File: src/design/ppt_pkg.sv
// Shared widths, codes and controller/datapath interface types for the timer table.
`default_nettype none

package ppt_pkg;

    localparam int PPT_SLOTS = 16;

    localparam int FUNC_W   = 2;
    localparam int TAG_W    = 8;
    localparam int PRIO_W   = 16;
    localparam int PERIOD_W = 32;
    localparam int KIND_W   = 3;

    typedef enum logic [FUNC_W-1:0] {
        FUNC_REGISTER = 2'd0,
        FUNC_TICK     = 2'd1,
        FUNC_CLEAR    = 2'd2
    } t_func;

    typedef enum logic [KIND_W-1:0] {
        KIND_REGISTERED = 3'd0,
        KIND_FULL       = 3'd1,
        KIND_FIRED      = 3'd2,
        KIND_NONE       = 3'd3,
        KIND_CLEARED    = 3'd4
    } t_kind;

    typedef enum logic [2:0] {
        IDX_HOLD       = 3'd0,
        IDX_LOAD_COUNT = 3'd1,
        IDX_CLEAR      = 3'd2,
        IDX_DEC        = 3'd3,
        IDX_INC        = 3'd4
    } t_idx_op;

    typedef enum logic [1:0] {
        WR_NEW   = 2'd0,
        WR_SHIFT = 2'd1,
        WR_TICK  = 2'd2
    } t_wr_sel;

    typedef struct packed {
        logic    latch;
        t_idx_op idx_op;
        logic    rd_en;
        logic    rd_below;
        logic    wr_en;
        t_wr_sel wr_sel;
        logic    cnt_inc;
        logic    cnt_clr;
        logic    pend_clr;
        logic    pend_load;
        logic    push;
        t_kind   push_kind;
        logic    push_last;
        logic    push_pend;
    } t_dp_cmd;

    typedef struct packed {
        logic count_zero;
        logic full;
        logic idx_last;
        logic idx_one;
        logic prio_ge;
        logic rem_zero;
        logic pend_valid;
        logic out_free;
    } t_dp_stat;

endpackage

`default_nettype wire

File: src/design/ppt_ifs.sv
// Valid/ready channel interfaces for the command and result beats.
`default_nettype none

interface ppt_cmd_if import ppt_pkg::*; ();
    logic                valid;
    logic                ready;
    logic [FUNC_W-1:0]   func;
    logic [TAG_W-1:0]    handler_id;
    logic [PRIO_W-1:0]   prio;
    logic [PERIOD_W-1:0] period_ticks;

    modport source (output valid, func, handler_id, prio, period_ticks, input ready);
    modport sink   (input valid, func, handler_id, prio, period_ticks, output ready);
endinterface

interface ppt_res_if import ppt_pkg::*; ();
    logic              valid;
    logic              ready;
    logic [KIND_W-1:0] result_kind;
    logic [TAG_W-1:0]  fired_id;
    logic              last;

    modport source (output valid, result_kind, fired_id, last, input ready);
    modport sink   (input valid, result_kind, fired_id, last, output ready);
endinterface

`default_nettype wire

File: src/design/ppt_ctrl.sv
// Sequencer for insert, tick sweep and clear; drives datapath commands.
`default_nettype none

module ppt_ctrl import ppt_pkg::*; (
    input  logic              i_clk,
    input  logic              i_rst_n,
    input  logic              i_valid,
    input  logic [FUNC_W-1:0] i_func,
    output logic              o_ready,
    input  t_dp_stat          i_stat,
    output t_dp_cmd           o_cmd
);

    typedef enum logic [2:0] {
        S_IDLE,
        S_INS_EVAL,
        S_INS_PUT,
        S_TK_EVAL,
        S_TK_END,
        S_RESULT
    } t_state;

    t_state r_state, n_state;
    t_kind  r_kind,  n_kind;

    always_comb begin
        n_state = r_state;
        n_kind  = r_kind;
        o_cmd   = '0;
        o_ready = 1'b0;
        case (r_state)
            S_IDLE: begin
                o_ready = i_rst_n;
                if (i_valid && i_rst_n) begin
                    case (t_func'(i_func))
                        FUNC_REGISTER: begin
                            o_cmd.latch = 1'b1;
                            if (i_stat.full) begin
                                n_kind  = KIND_FULL;
                                n_state = S_RESULT;
                            end else begin
                                o_cmd.idx_op = IDX_LOAD_COUNT;
                                if (i_stat.count_zero) begin
                                    n_state = S_INS_PUT;
                                end else begin
                                    // fetch the current tail entry
                                    o_cmd.rd_en    = 1'b1;
                                    o_cmd.rd_below = 1'b1;
                                    n_state        = S_INS_EVAL;
                                end
                            end
                        end
                        FUNC_TICK: begin
                            if (i_stat.count_zero) begin
                                n_kind  = KIND_NONE;
                                n_state = S_RESULT;
                            end else begin
                                o_cmd.idx_op   = IDX_CLEAR;
                                o_cmd.rd_en    = 1'b1;
                                o_cmd.pend_clr = 1'b1;
                                n_state        = S_TK_EVAL;
                            end
                        end
                        FUNC_CLEAR: begin
                            o_cmd.cnt_clr = 1'b1;
                            n_kind        = KIND_CLEARED;
                            n_state       = S_RESULT;
                        end
                        default: begin
                            // unused code: dropped, no beat
                        end
                    endcase
                end
            end
            S_INS_EVAL: begin
                o_cmd.wr_en = 1'b1;
                if (i_stat.prio_ge) begin
                    // move entry up one slot, keep walking down
                    o_cmd.wr_sel = WR_SHIFT;
                    o_cmd.idx_op = IDX_DEC;
                    if (i_stat.idx_one) begin
                        n_state = S_INS_PUT;
                    end else begin
                        o_cmd.rd_en    = 1'b1;
                        o_cmd.rd_below = 1'b1;
                    end
                end else begin
                    o_cmd.wr_sel  = WR_NEW;
                    o_cmd.cnt_inc = 1'b1;
                    n_kind        = KIND_REGISTERED;
                    n_state       = S_RESULT;
                end
            end
            S_INS_PUT: begin
                o_cmd.wr_en   = 1'b1;
                o_cmd.wr_sel  = WR_NEW;
                o_cmd.cnt_inc = 1'b1;
                n_kind        = KIND_REGISTERED;
                n_state       = S_RESULT;
            end
            S_TK_EVAL: begin
                // a second firing needs the held one sent out first
                if (!(i_stat.rem_zero && i_stat.pend_valid && !i_stat.out_free)) begin
                    o_cmd.wr_en  = 1'b1;
                    o_cmd.wr_sel = WR_TICK;
                    if (i_stat.rem_zero) begin
                        o_cmd.pend_load = 1'b1;
                        if (i_stat.pend_valid) begin
                            o_cmd.push      = 1'b1;
                            o_cmd.push_kind = KIND_FIRED;
                            o_cmd.push_pend = 1'b1;
                        end
                    end
                    if (i_stat.idx_last) begin
                        n_state = S_TK_END;
                    end else begin
                        o_cmd.idx_op = IDX_INC;
                        o_cmd.rd_en  = 1'b1;
                    end
                end
            end
            S_TK_END: begin
                if (i_stat.out_free) begin
                    o_cmd.push      = 1'b1;
                    o_cmd.push_last = 1'b1;
                    o_cmd.push_pend = i_stat.pend_valid;
                    o_cmd.push_kind = i_stat.pend_valid ? KIND_FIRED : KIND_NONE;
                    o_cmd.pend_clr  = 1'b1;
                    n_state         = S_IDLE;
                end
            end
            S_RESULT: begin
                if (i_stat.out_free) begin
                    o_cmd.push      = 1'b1;
                    o_cmd.push_last = 1'b1;
                    o_cmd.push_kind = r_kind;
                    n_state         = S_IDLE;
                end
            end
            default: begin
                n_state = S_IDLE;
            end
        endcase
    end

    always_ff @(posedge i_clk) begin
        if (!i_rst_n) begin
            r_state <= S_IDLE;
            r_kind  <= KIND_REGISTERED;
        end else begin
            r_state <= n_state;
            r_kind  <= n_kind;
        end
    end

endmodule

`default_nettype wire

File: src/design/ppt_dpath.sv
// Slot memory, entry count, sweep index, pending-fire holder and result register.
`default_nettype none

module ppt_dpath import ppt_pkg::*; #(
    parameter int SLOTS = PPT_SLOTS
) (
    input  logic                i_clk,
    input  logic                i_rst_n,
    input  t_dp_cmd             i_cmd,
    output t_dp_stat            o_stat,
    input  logic [TAG_W-1:0]    i_handler_id,
    input  logic [PRIO_W-1:0]   i_prio,
    input  logic [PERIOD_W-1:0] i_period_ticks,
    input  logic                i_out_ready,
    output logic                o_out_valid,
    output logic [KIND_W-1:0]   o_result_kind,
    output logic [TAG_W-1:0]    o_fired_id,
    output logic                o_last
);

    localparam int CW = $clog2(SLOTS + 1);
    localparam int AW = (SLOTS > 1) ? $clog2(SLOTS) : 1;

    typedef struct packed {
        logic [TAG_W-1:0]    tag;
        logic [PRIO_W-1:0]   prio;
        logic [PERIOD_W-1:0] period;
        logic [PERIOD_W-1:0] remaining;
    } t_entry;

    t_entry r_mem [SLOTS];
    t_entry r_rd;
    t_entry w_wr_data;

    logic [CW-1:0] r_count, n_count;
    logic [CW-1:0] r_idx,   n_idx;
    logic [CW-1:0] w_rd_idx;
    logic [AW-1:0] w_rd_addr;
    logic [AW-1:0] w_wr_addr;

    logic [TAG_W-1:0]    r_tag;
    logic [PRIO_W-1:0]   r_prio;
    logic [PERIOD_W-1:0] r_period;

    logic             r_pend_valid;
    logic [TAG_W-1:0] r_pend_tag;

    logic              r_out_valid;
    logic [KIND_W-1:0] r_out_kind;
    logic [TAG_W-1:0]  r_out_id;
    logic              r_out_last;
    logic              w_out_free;

    always_comb begin
        case (i_cmd.idx_op)
            IDX_LOAD_COUNT: n_idx = r_count;
            IDX_CLEAR:      n_idx = '0;
            IDX_DEC:        n_idx = r_idx - 1'b1;
            IDX_INC:        n_idx = r_idx + 1'b1;
            default:        n_idx = r_idx;
        endcase
    end

    assign w_rd_idx  = i_cmd.rd_below ? (n_idx - 1'b1) : n_idx;
    assign w_rd_addr = w_rd_idx[AW-1:0];
    assign w_wr_addr = r_idx[AW-1:0];

    always_comb begin
        w_wr_data = r_rd;
        case (i_cmd.wr_sel)
            WR_NEW: begin
                w_wr_data.tag       = r_tag;
                w_wr_data.prio      = r_prio;
                w_wr_data.period    = r_period;
                w_wr_data.remaining = r_period;
            end
            WR_TICK: begin
                // expired entry reloads, others count down
                if (r_rd.remaining == '0) begin
                    w_wr_data.remaining = r_rd.period;
                end else begin
                    w_wr_data.remaining = r_rd.remaining - 1'b1;
                end
            end
            default: begin
                w_wr_data = r_rd;
            end
        endcase
    end

    always_ff @(posedge i_clk) begin
        if (i_cmd.wr_en) begin
            r_mem[w_wr_addr] <= w_wr_data;
        end
        if (i_cmd.rd_en) begin
            r_rd <= r_mem[w_rd_addr];
        end
    end

    always_comb begin
        n_count = r_count;
        if (i_cmd.cnt_clr) begin
            n_count = '0;
        end else if (i_cmd.cnt_inc) begin
            n_count = r_count + 1'b1;
        end
    end

    assign w_out_free = !r_out_valid || i_out_ready;

    always_ff @(posedge i_clk) begin
        if (!i_rst_n) begin
            r_count      <= '0;
            r_idx        <= '0;
            r_pend_valid <= 1'b0;
            r_out_valid  <= 1'b0;
        end else begin
            r_count <= n_count;
            r_idx   <= n_idx;
            if (i_cmd.pend_load) begin
                r_pend_valid <= 1'b1;
            end else if (i_cmd.pend_clr) begin
                r_pend_valid <= 1'b0;
            end
            if (i_cmd.push) begin
                r_out_valid <= 1'b1;
            end else if (i_out_ready) begin
                r_out_valid <= 1'b0;
            end
        end
    end

    always_ff @(posedge i_clk) begin
        if (i_cmd.latch) begin
            r_tag    <= i_handler_id;
            r_prio   <= i_prio;
            r_period <= i_period_ticks;
        end
        if (i_cmd.pend_load) begin
            r_pend_tag <= r_rd.tag;
        end
        if (i_cmd.push) begin
            r_out_kind <= i_cmd.push_kind;
            r_out_id   <= i_cmd.push_pend ? r_pend_tag : '0;
            r_out_last <= i_cmd.push_last;
        end
    end

    assign o_stat.count_zero = (r_count == '0);
    assign o_stat.full       = (r_count == CW'(SLOTS));
    assign o_stat.idx_last   = ((r_idx + 1'b1) == r_count);
    assign o_stat.idx_one    = (r_idx == CW'(1));
    assign o_stat.prio_ge    = (r_rd.prio >= r_prio);
    assign o_stat.rem_zero   = (r_rd.remaining == '0);
    assign o_stat.pend_valid = r_pend_valid;
    assign o_stat.out_free   = w_out_free;

    assign o_out_valid   = r_out_valid;
    assign o_result_kind = r_out_kind;
    assign o_fired_id    = r_out_id;
    assign o_last        = r_out_last;

    a_count_range: assert property (@(posedge i_clk) disable iff (!i_rst_n)
        r_count <= CW'(SLOTS))
        else $error("entry count beyond table size");

    a_push_free: assert property (@(posedge i_clk) disable iff (!i_rst_n)
        i_cmd.push |-> w_out_free)
        else $error("result pushed over an untaken beat");

    a_push_shows: assert property (@(posedge i_clk) disable iff (!i_rst_n)
        i_cmd.push |=> r_out_valid)
        else $error("pushed result not presented");

    a_wr_range: assert property (@(posedge i_clk) disable iff (!i_rst_n)
        i_cmd.wr_en |-> (r_idx < CW'(SLOTS)))
        else $error("slot write out of range");

    a_rd_wr_apart: assert property (@(posedge i_clk) disable iff (!i_rst_n)
        (i_cmd.rd_en && i_cmd.wr_en) |-> (w_rd_addr != w_wr_addr))
        else $error("read and write hit the same slot");

endmodule

`default_nettype wire

File: src/design/priority_periodic_timer_table.sv
// Top level of the priority-ordered periodic timer table.
`default_nettype none

// Periodic timer table: up to SLOTS handlers held in a single-port-write,
// single-port-read slot memory, packed from slot 0 and sorted by ascending
// priority (a new handler goes ahead of equal priorities). Each command beat
// with a used func code gives one or more result beats; the final one
// carries last. On register, the memory walk moves one entry up per cycle
// from the tail to the insert point; a full table answers full with no walk.
// On tick, one slot is read, updated and written back per cycle unless the
// sweep pauses for the result side; an empty table answers none with no
// sweep. The unused func code is dropped with no beat. The memory port pair
// gives one read and one write per cycle.
// Firings are held one deep so the last one can be flagged; when the result
// side stalls, the sweep pauses at the next firing slot. A new command is
// taken only when the previous one has produced all its results into the
// output register; that register lets the next command start while the
// final result still waits to be taken. No clearing pass is needed after
// reset: only slots below the entry count are ever read.
module priority_periodic_timer_table import ppt_pkg::*; #(
    parameter int SLOTS = PPT_SLOTS
) (
    input  logic      i_clk,
    input  logic      i_rst_n,
    ppt_cmd_if.sink   i_cmd,
    ppt_res_if.source o_res
);

    t_dp_cmd  w_cmd;
    t_dp_stat w_stat;

    // sequencer: decodes func, walks the table, pushes results
    ppt_ctrl u_ctrl (
        .i_clk   (i_clk),
        .i_rst_n (i_rst_n),
        .i_valid (i_cmd.valid),
        .i_func  (i_cmd.func),
        .o_ready (i_cmd.ready),
        .i_stat  (w_stat),
        .o_cmd   (w_cmd)
    );

    // slot store, counters and output beat register
    ppt_dpath #(
        .SLOTS (SLOTS)
    ) u_dpath (
        .i_clk          (i_clk),
        .i_rst_n        (i_rst_n),
        .i_cmd          (w_cmd),
        .o_stat         (w_stat),
        .i_handler_id   (i_cmd.handler_id),
        .i_prio         (i_cmd.prio),
        .i_period_ticks (i_cmd.period_ticks),
        .i_out_ready    (o_res.ready),
        .o_out_valid    (o_res.valid),
        .o_result_kind  (o_res.result_kind),
        .o_fired_id     (o_res.fired_id),
        .o_last         (o_res.last)
    );

endmodule

`default_nettype wire
File: src/flat_wrapper.sv
// flat-port wrapper written by rule: the top's interface ports become plain ports
module priority_periodic_timer_table_flat import ppt_pkg::*;
#(
    parameter int SLOTS = PPT_SLOTS
)
  (i_clk, i_rst_n, i_cmd_valid, i_cmd_func, i_cmd_handler_id, i_cmd_prio, i_cmd_period_ticks, i_cmd_ready, o_res_valid, o_res_result_kind, o_res_fired_id, o_res_last, o_res_ready);
  ppt_cmd_if i_cmd_i ();
  ppt_res_if o_res_i ();
  input  logic i_clk;
  input  logic i_rst_n;
  input wire logic [$bits(i_cmd_i.valid)-1:0] i_cmd_valid;
  input wire logic [$bits(i_cmd_i.func)-1:0] i_cmd_func;
  input wire logic [$bits(i_cmd_i.handler_id)-1:0] i_cmd_handler_id;
  input wire logic [$bits(i_cmd_i.prio)-1:0] i_cmd_prio;
  input wire logic [$bits(i_cmd_i.period_ticks)-1:0] i_cmd_period_ticks;
  output wire logic [$bits(i_cmd_i.ready)-1:0] i_cmd_ready;
  output wire logic [$bits(o_res_i.valid)-1:0] o_res_valid;
  output wire logic [$bits(o_res_i.result_kind)-1:0] o_res_result_kind;
  output wire logic [$bits(o_res_i.fired_id)-1:0] o_res_fired_id;
  output wire logic [$bits(o_res_i.last)-1:0] o_res_last;
  input wire logic [$bits(o_res_i.ready)-1:0] o_res_ready;
  assign i_cmd_i.valid = i_cmd_valid;
  assign i_cmd_i.func = i_cmd_func;
  assign i_cmd_i.handler_id = i_cmd_handler_id;
  assign i_cmd_i.prio = i_cmd_prio;
  assign i_cmd_i.period_ticks = i_cmd_period_ticks;
  assign i_cmd_ready = i_cmd_i.ready;
  assign o_res_valid = o_res_i.valid;
  assign o_res_result_kind = o_res_i.result_kind;
  assign o_res_fired_id = o_res_i.fired_id;
  assign o_res_last = o_res_i.last;
  assign o_res_i.ready = o_res_ready;
  priority_periodic_timer_table #(.SLOTS(SLOTS)) u_core (.i_clk(i_clk), .i_rst_n(i_rst_n), .i_cmd(i_cmd_i), .o_res(o_res_i));
endmodule
File: config.mk
export PLATFORM = sky130hd
export DESIGN_NAME = priority_periodic_timer_table_flat
export DESIGN_NICKNAME = d
export VERILOG_FILES = /design/src/design/ppt_pkg.sv /design/src/design/ppt_ifs.sv /design/src/design/ppt_ctrl.sv /design/src/design/ppt_dpath.sv /design/src/design/priority_periodic_timer_table.sv /design/src/flat_wrapper.sv
export SDC_FILE = /design/constraint.sdc
export NUM_CORES = 1
export LEC_CHECK = 0
export BUFFER_PORTS_ARGS = -buffer_cell sky130_fd_sc_hd__buf_2
export CORE_AREA = 2 2 466 468
export CTS_CLUSTER_SIZE = 24
export DETAILED_ROUTE_END_ITERATION = 7
export DIE_AREA = 0 0 468 470
export PLACE_DENSITY = 0.52
export SLEW_MARGIN = 20
export SYNTH_ARGS = -nofsm -noshare
export SYNTH_HDL_FRONTEND = slang
export SYNTH_HIERARCHICAL = 1
export SYNTH_SLANG_ARGS = --single-unit
File: constraint.sdc
create_clock -name i_clk -period 11.7 [get_ports i_clk]
set_clock_uncertainty 0.05 [all_clocks]
set_input_delay 2.34 -clock i_clk [delete_from_list [all_inputs] [get_ports i_clk]]
set_output_delay 2.34 -clock i_clk [all_outputs]
set_load 0.05 [all_outputs]
# == Word-level counts from Yosys, hierarchy flattened ==
# Memory sizes are Yosys's and may differ from the RTL's. A register that Yosys moved wholly into a read port is not among the register bits.
# Cells that the tools add are included.
# word_totals
ff_bits,94
ramBits,1408
word_cells,131
mem_count,1
# memory_table
name,depth,width,read_ports,rd_clocked_by_memory_dff,write_ports,line,text
u_core.u_dpath.r_mem,16,88,1,1,1,ppt_dpath.sv:31,t_entry r_mem [SLOTS];
# classes
addsub,5
reduce_logical,18
muxes,68
bitwise_logic,1
eq_ne,24
magnitude_cmp,1
# ops
operator,count
$pmux 32 s2,1
$mux 56,1
$mux 3,15
$pmux 3 s3,4
$logic_not 32->1,1
$mux 32,1
$sub 32x1->32 const B,1
$pmux 4 s3,2
$mux 1,22
$mux 4,5
$pmux 5 s4,1
$ge 16x16->1,1
$mux 5,3
$pmux 3 s5,1
$eq 3x2->1 const B,4
$mux 6,2
$reduce_and 6->1,2
$add 5x1->5 const B,2
$pmux 1 s2,5
$eq 3x3->1 const B,3
$ne 3x3->1 const B,3
$mux 2,4
$ne 2x2->1 const B,4
$pmux 4 s2,1
20 further kinds,28

# == Depth between registers and ports, before layout ==
# depth
ltp_word,10
ltp_mapped,26

# == By module ==
# The synthesis kept the hierarchy.
# by_module_without_submodules
module,cells_per_inst,instances,area_each_um2
ppt_dpath,4640,1,63437.1
ppt_ctrl,104,1,785.8

# == Worst setup path before layout ==
# Ideal clock, no wire load.
# synth_timing
path_kind,input-to-reg
from,in o_res_ready
to,mem u_core/u_dpath/r_mem[0][0] (netlist bit) (enable)
required_time_ns,11.008
arrival_time_ns,9.205
slack_ns,1.803
cell_stages,7
path_buffers,1
cell_sequence,nand2b_1 buf_4 nand3b_1 nor2_1 nor3_1 nand2_1 nor3_1
# synth_lines
element,line,text
"start, declared",flat_wrapper.sv:21,input wire logic [$bits(o_res_i.ready)-1:0] o_res_ready;
"end, declared",ppt_dpath.sv:31,

==> results.py <==
metrics = {
    "worst_hold_path": {
        "hold_end": "u_core/u_dpath/r_pend_tag[3]",
        "hold_path.class": "reg -> reg",
        "min_from": "u_core/u_dpath/r_rd[83]",
        "min_path_cells": 0,
    },
    "setup_path": {
        "r2r_end": "u_core/u_dpath/r_rd[76]",
        "cp.buffers_inverters": 4,
        "r2r_slack_ns": 3.49,
        "crit_fanout": 55,
        "arrival_ns": 8.68,
        "start_kind": "flop",
        "crit_top_cell": "a21o_1",
        "required_ns": 12.17,
        "cp_slowest_stage_delay_ns": 0.70,
        "path_delay_family": "compound AO/OA/AOI/OAI gates",
        "r2r_start": "u_core/u_dpath/r_prio[0]",
        "cp_cell_sequence": "ha_1, nand2b_1, a21o_1, a21o_1, a21o_1, a21o_1, a2111oi_0, o21ai_1, or3b_4, inv_2, a21o_1, or3_1, a21oi_1, or3_1, inv_1, ha_1, nand2_1, o41a_2, buf_4, buf_4, mux2i_1, mux2i_1, a32oi_1, o221ai_1",
        "criticalPathCategory": "reg -> reg",
        "crit_path_top_delay_cell": "a2111oi_0",
        "r2r_cells": 24,
        "endpoint_kind": "flop",
    },
    "die": {
        "initial_core_util_pct": 29.8,
        "die_w_um": 468,
        "core_area_um2": 216000,
        "die_y_um": 470,
        "die_area_um2": 220000,
        "num_rows": 171,
        "ios": 76,
    },
    "clock_tree": {
        "cts.sinks": 1590,
        "cts_buffer_depth": 3,
        "cts_resized": 0,
        "numCtsBuffers": 158,
        "cts-root-buf": "clkbuf_16",
        "cts_tree": "done",
        "cts_setup_buffers": 0,
        "hold_buffers": 0,
        "htreeDepth": 4,
        "insertion_delay_ns": 0.81,
        "path_clk_slew_ns": 0.06,
    },
    "sta": {
        "hold_viol": 0,
        "rsz0062_at_grt": "no",
        "report.final.setup_viol": 0,
        "min_period_ns": 8.21,
        "setup_slack_ns": 3.49,
        "fmax_mhz": 122,
        "worst_hold_slack_ns": 0.409,
        "slew_headroom_pct": 25.6,
        "fin_setup_tns_ns": 0,
        "period_share_pct": 70.2,
        "slew_violations": 0,
        "tightest_slew_ns": 1.12,
    },
    "routing": {
        "drc": 0,
        "vias": 38257,
        "routedWlPerCell_um": 22.6,
        "drtIter0Drc": 3810,
        "detail-route-antenna-nets": 0,
        "drt-pass1-iter-count": 6,
        "wirelength_um": 175000,
        "vias_per_cell": 4.92,
    },
    "global_routing": {
        "grt_pass1_wl_um": 256000,
        "antenna_found_initial": 9,
        "grt_pass1_vias": 36911,
        "grt_usage_pct": 15.6,
        "grt_overflow_total": 0,
        "grt_max_degree": 183,
    },
    "place": {
        "gp_congestion": 0.743,
        "port_buffers": 75,
        "dp_hpwl_um": 85700,
        "post-place-ws_ns": 3.34,
    },
    "logic_synthesis": {
        "ys_seq_area_share_pct": 74.1,
        "syn-num-nets": 4837,
        "yosys_warnings": 6,
        "syn_avg_cell_area_um2": 13.5,
        "ys_top_cells_by_area": "edfxtp_1 (74%), nand2_1 (8.4%), mux2i_1 (4.3%)",
        "yosysTopAreaCellShare_pct": 73.5,
        "yosysTopAreaCell": "edfxtp_1",
        "async_flop_share_pct": 0,
        "postSynthCellCount": 4744,
        "synth_edf_count": 1572,
        "synth-main-ff-cell": "edfxtp_1",
        "ys_types": 78,
        "syn_area_um2": 64200,
        "ys_ff_latch": 1590,
    },
    "power_and_ir_drop": {
        "p_clk_share_pct": 32.2,
        "switching_share_pct": 30.3,
        "power_density_nw_per_um2": 209,
        "combPwrFrac_pct": 21.7,
        "p_switching_w": 0.00464,
        "power.total_w": 0.0153,
        "ir_worst_vdd_v": 0.000193,
        "p_seq_share_pct": 46.1,
        "internal-power_w": 0.0106,
        "power.leakage_nw": 24.8,
    },
    "final_layout": {
        "syn_to_final_growth_pct": 13.8,
        "drive_above_1_share_pct": 9.04,
        "fin_nets": 4881,
        "layout_commonest_cell": "edfxtp_1",
        "final_cell_mix": "edfxtp_1 (1572), nand2_1 (1434), nand3_1 (382)",
        "fin_util_pct": 33.9,
    },
    "outcome": {
        "status": "completed",
    },
    "flow_run": {
        "cap_violations": 0,
    },
}
[worst max-delay path by stage]
stage,start,end,slack (ns),cells after the start
floorplan,o_res_ready,u_core/u_dpath/r_mem[0][0],1.80,7
global placement,u_core/u_dpath/r_prio[0],u_core/u_dpath/r_rd[76],3.35,24
detailed placement,u_core/u_dpath/r_rd[79],u_core/u_dpath/r_rd[76],3.34,20
CTS,u_core/u_dpath/r_rd[79],u_core/u_dpath/r_rd[76],3.31,20
global route,u_core/u_dpath/r_prio[0],u_core/u_dpath/r_rd[77],3.01,24
finish,u_core/u_dpath/r_prio[0],u_core/u_dpath/r_rd[76],3.49,24
[flip-flops by register name, summed over array words and instances (netlist names), 3 cells and up]
name / flops
u_core/u_ctrl/r_kind: 3
u_core/u_ctrl/r_state: 3
u_core/u_dpath/o_fired_id: 8
u_core/u_dpath/o_result_kind: 3
u_core/u_dpath/r_count: 5
u_core/u_dpath/r_idx: 5
u_core/u_dpath/r_mem: 1408
u_core/u_dpath/r_pend_tag: 8
u_core/u_dpath/r_period: 32
u_core/u_dpath/r_prio: 16
u_core/u_dpath/r_rd: 88
u_core/u_dpath/r_tag: 8
[synth_stat cells, types with 4 or more instances]
master and number:
nor2b_1 9, nand3b_1 4, and3_1 5, or3_1 5, o221ai_1 90, mux2i_1 275, xor2_1 18, inv_1 38
or4_1 10, nand3_1 383, clkbuf_1 194, nor3_1 16, a21oi_1 23, nand2b_1 12, ha_1 31, buf_2 71
and2_1 18, nor2_1 44, a32oi_1 90, a21o_1 11, nand2_1 1434, dfxtp_1 18, buf_6 4, buf_4 12
o211ai_1 19, o21ai_0 208, edfxtp_1 1572, nor4_1 10, o21ai_1 9, nand4_1 7, buf_1 4, o22ai_1 12
xnor2_1 22
[metrics by stage]
step	instance area, um2	instances
global route	73100	7767
global placement	68000	7478
detailed placement	68100	7482
CTS	73000	7766
finish	73100	7769
floorplan	64200	4744
[power groups by stage]
stage	Sequential, W	Combinational [W]	Clock, W
after floorplan	0.00715	0.00225	0
after global placement	0.00716	0.00330	0
after detailed placement	0.00716	0.00333	0
after CTS	0.00704	0.00334	0.00504
after global routing	0.00706	0.00366	0.00525
final	0.00704	0.00332	0.00493
[worst register-to-register path: stages, from the launching register on]
cell and delay, ns:
edfxtp_1 0.39, ha_1 0.27, nand2b_1 0.14, a21o_1 0.17, a21o_1 0.17, a21o_1 0.17
a21o_1 0.17, a2111oi_0 0.70, o21ai_1 0.48, or3b_4 0.41, inv_2 0.30, a21o_1 0.46
or3_1 0.43, a21oi_1 0.33, or3_1 0.27, inv_1 0.09, ha_1 0.28, nand2_1 0.13
o41a_2 0.63, buf_4 0.71, buf_4 0.53, mux2i_1 0.25, mux2i_1 0.09, a32oi_1 0.19
o221ai_1 0.14
[area by class of cell]
type / instances / area, um2
inverter: 39 / 146
timing repair buffer: 170 / 1300
clock inverter: 86 / 769
antenna: 3 / 7.51
sequential: 1590 / 47600
clock buffer: 198 / 4190
tap: 2854 / 3570
fill: 20902 / 143000
multi-input combinational: 2829 / 15500
[per-layer routing]
metal / global-route usage (%) / routed length (um)
met5: 0 / 13
met3: 2.01 / 8160
met2: 26.0 / 85700
met1: 21.0 / 76500
met4: 5.18 / 4890
[cells by family (layout without fill, tap and decap cells)]
logic type / count (synthesis) / after routing / synth area share, %
adders and majority gates: 31 / 31 / 0.604
and+or+nand+nor: 1980 / 1980 / 12.9
AOI/OAI and AO/OA: 500 / 500 / 5.36
DFF: 1590 / 1590 / 74.1
xor gates and xnor gates: 41 / 41 / 0.571
buffers and inverters: 325 / 493 / 2.16
muxes: 277 / 277 / 4.32
other: 0 / 3 / 0
Power figures use the tool's default switching activity.
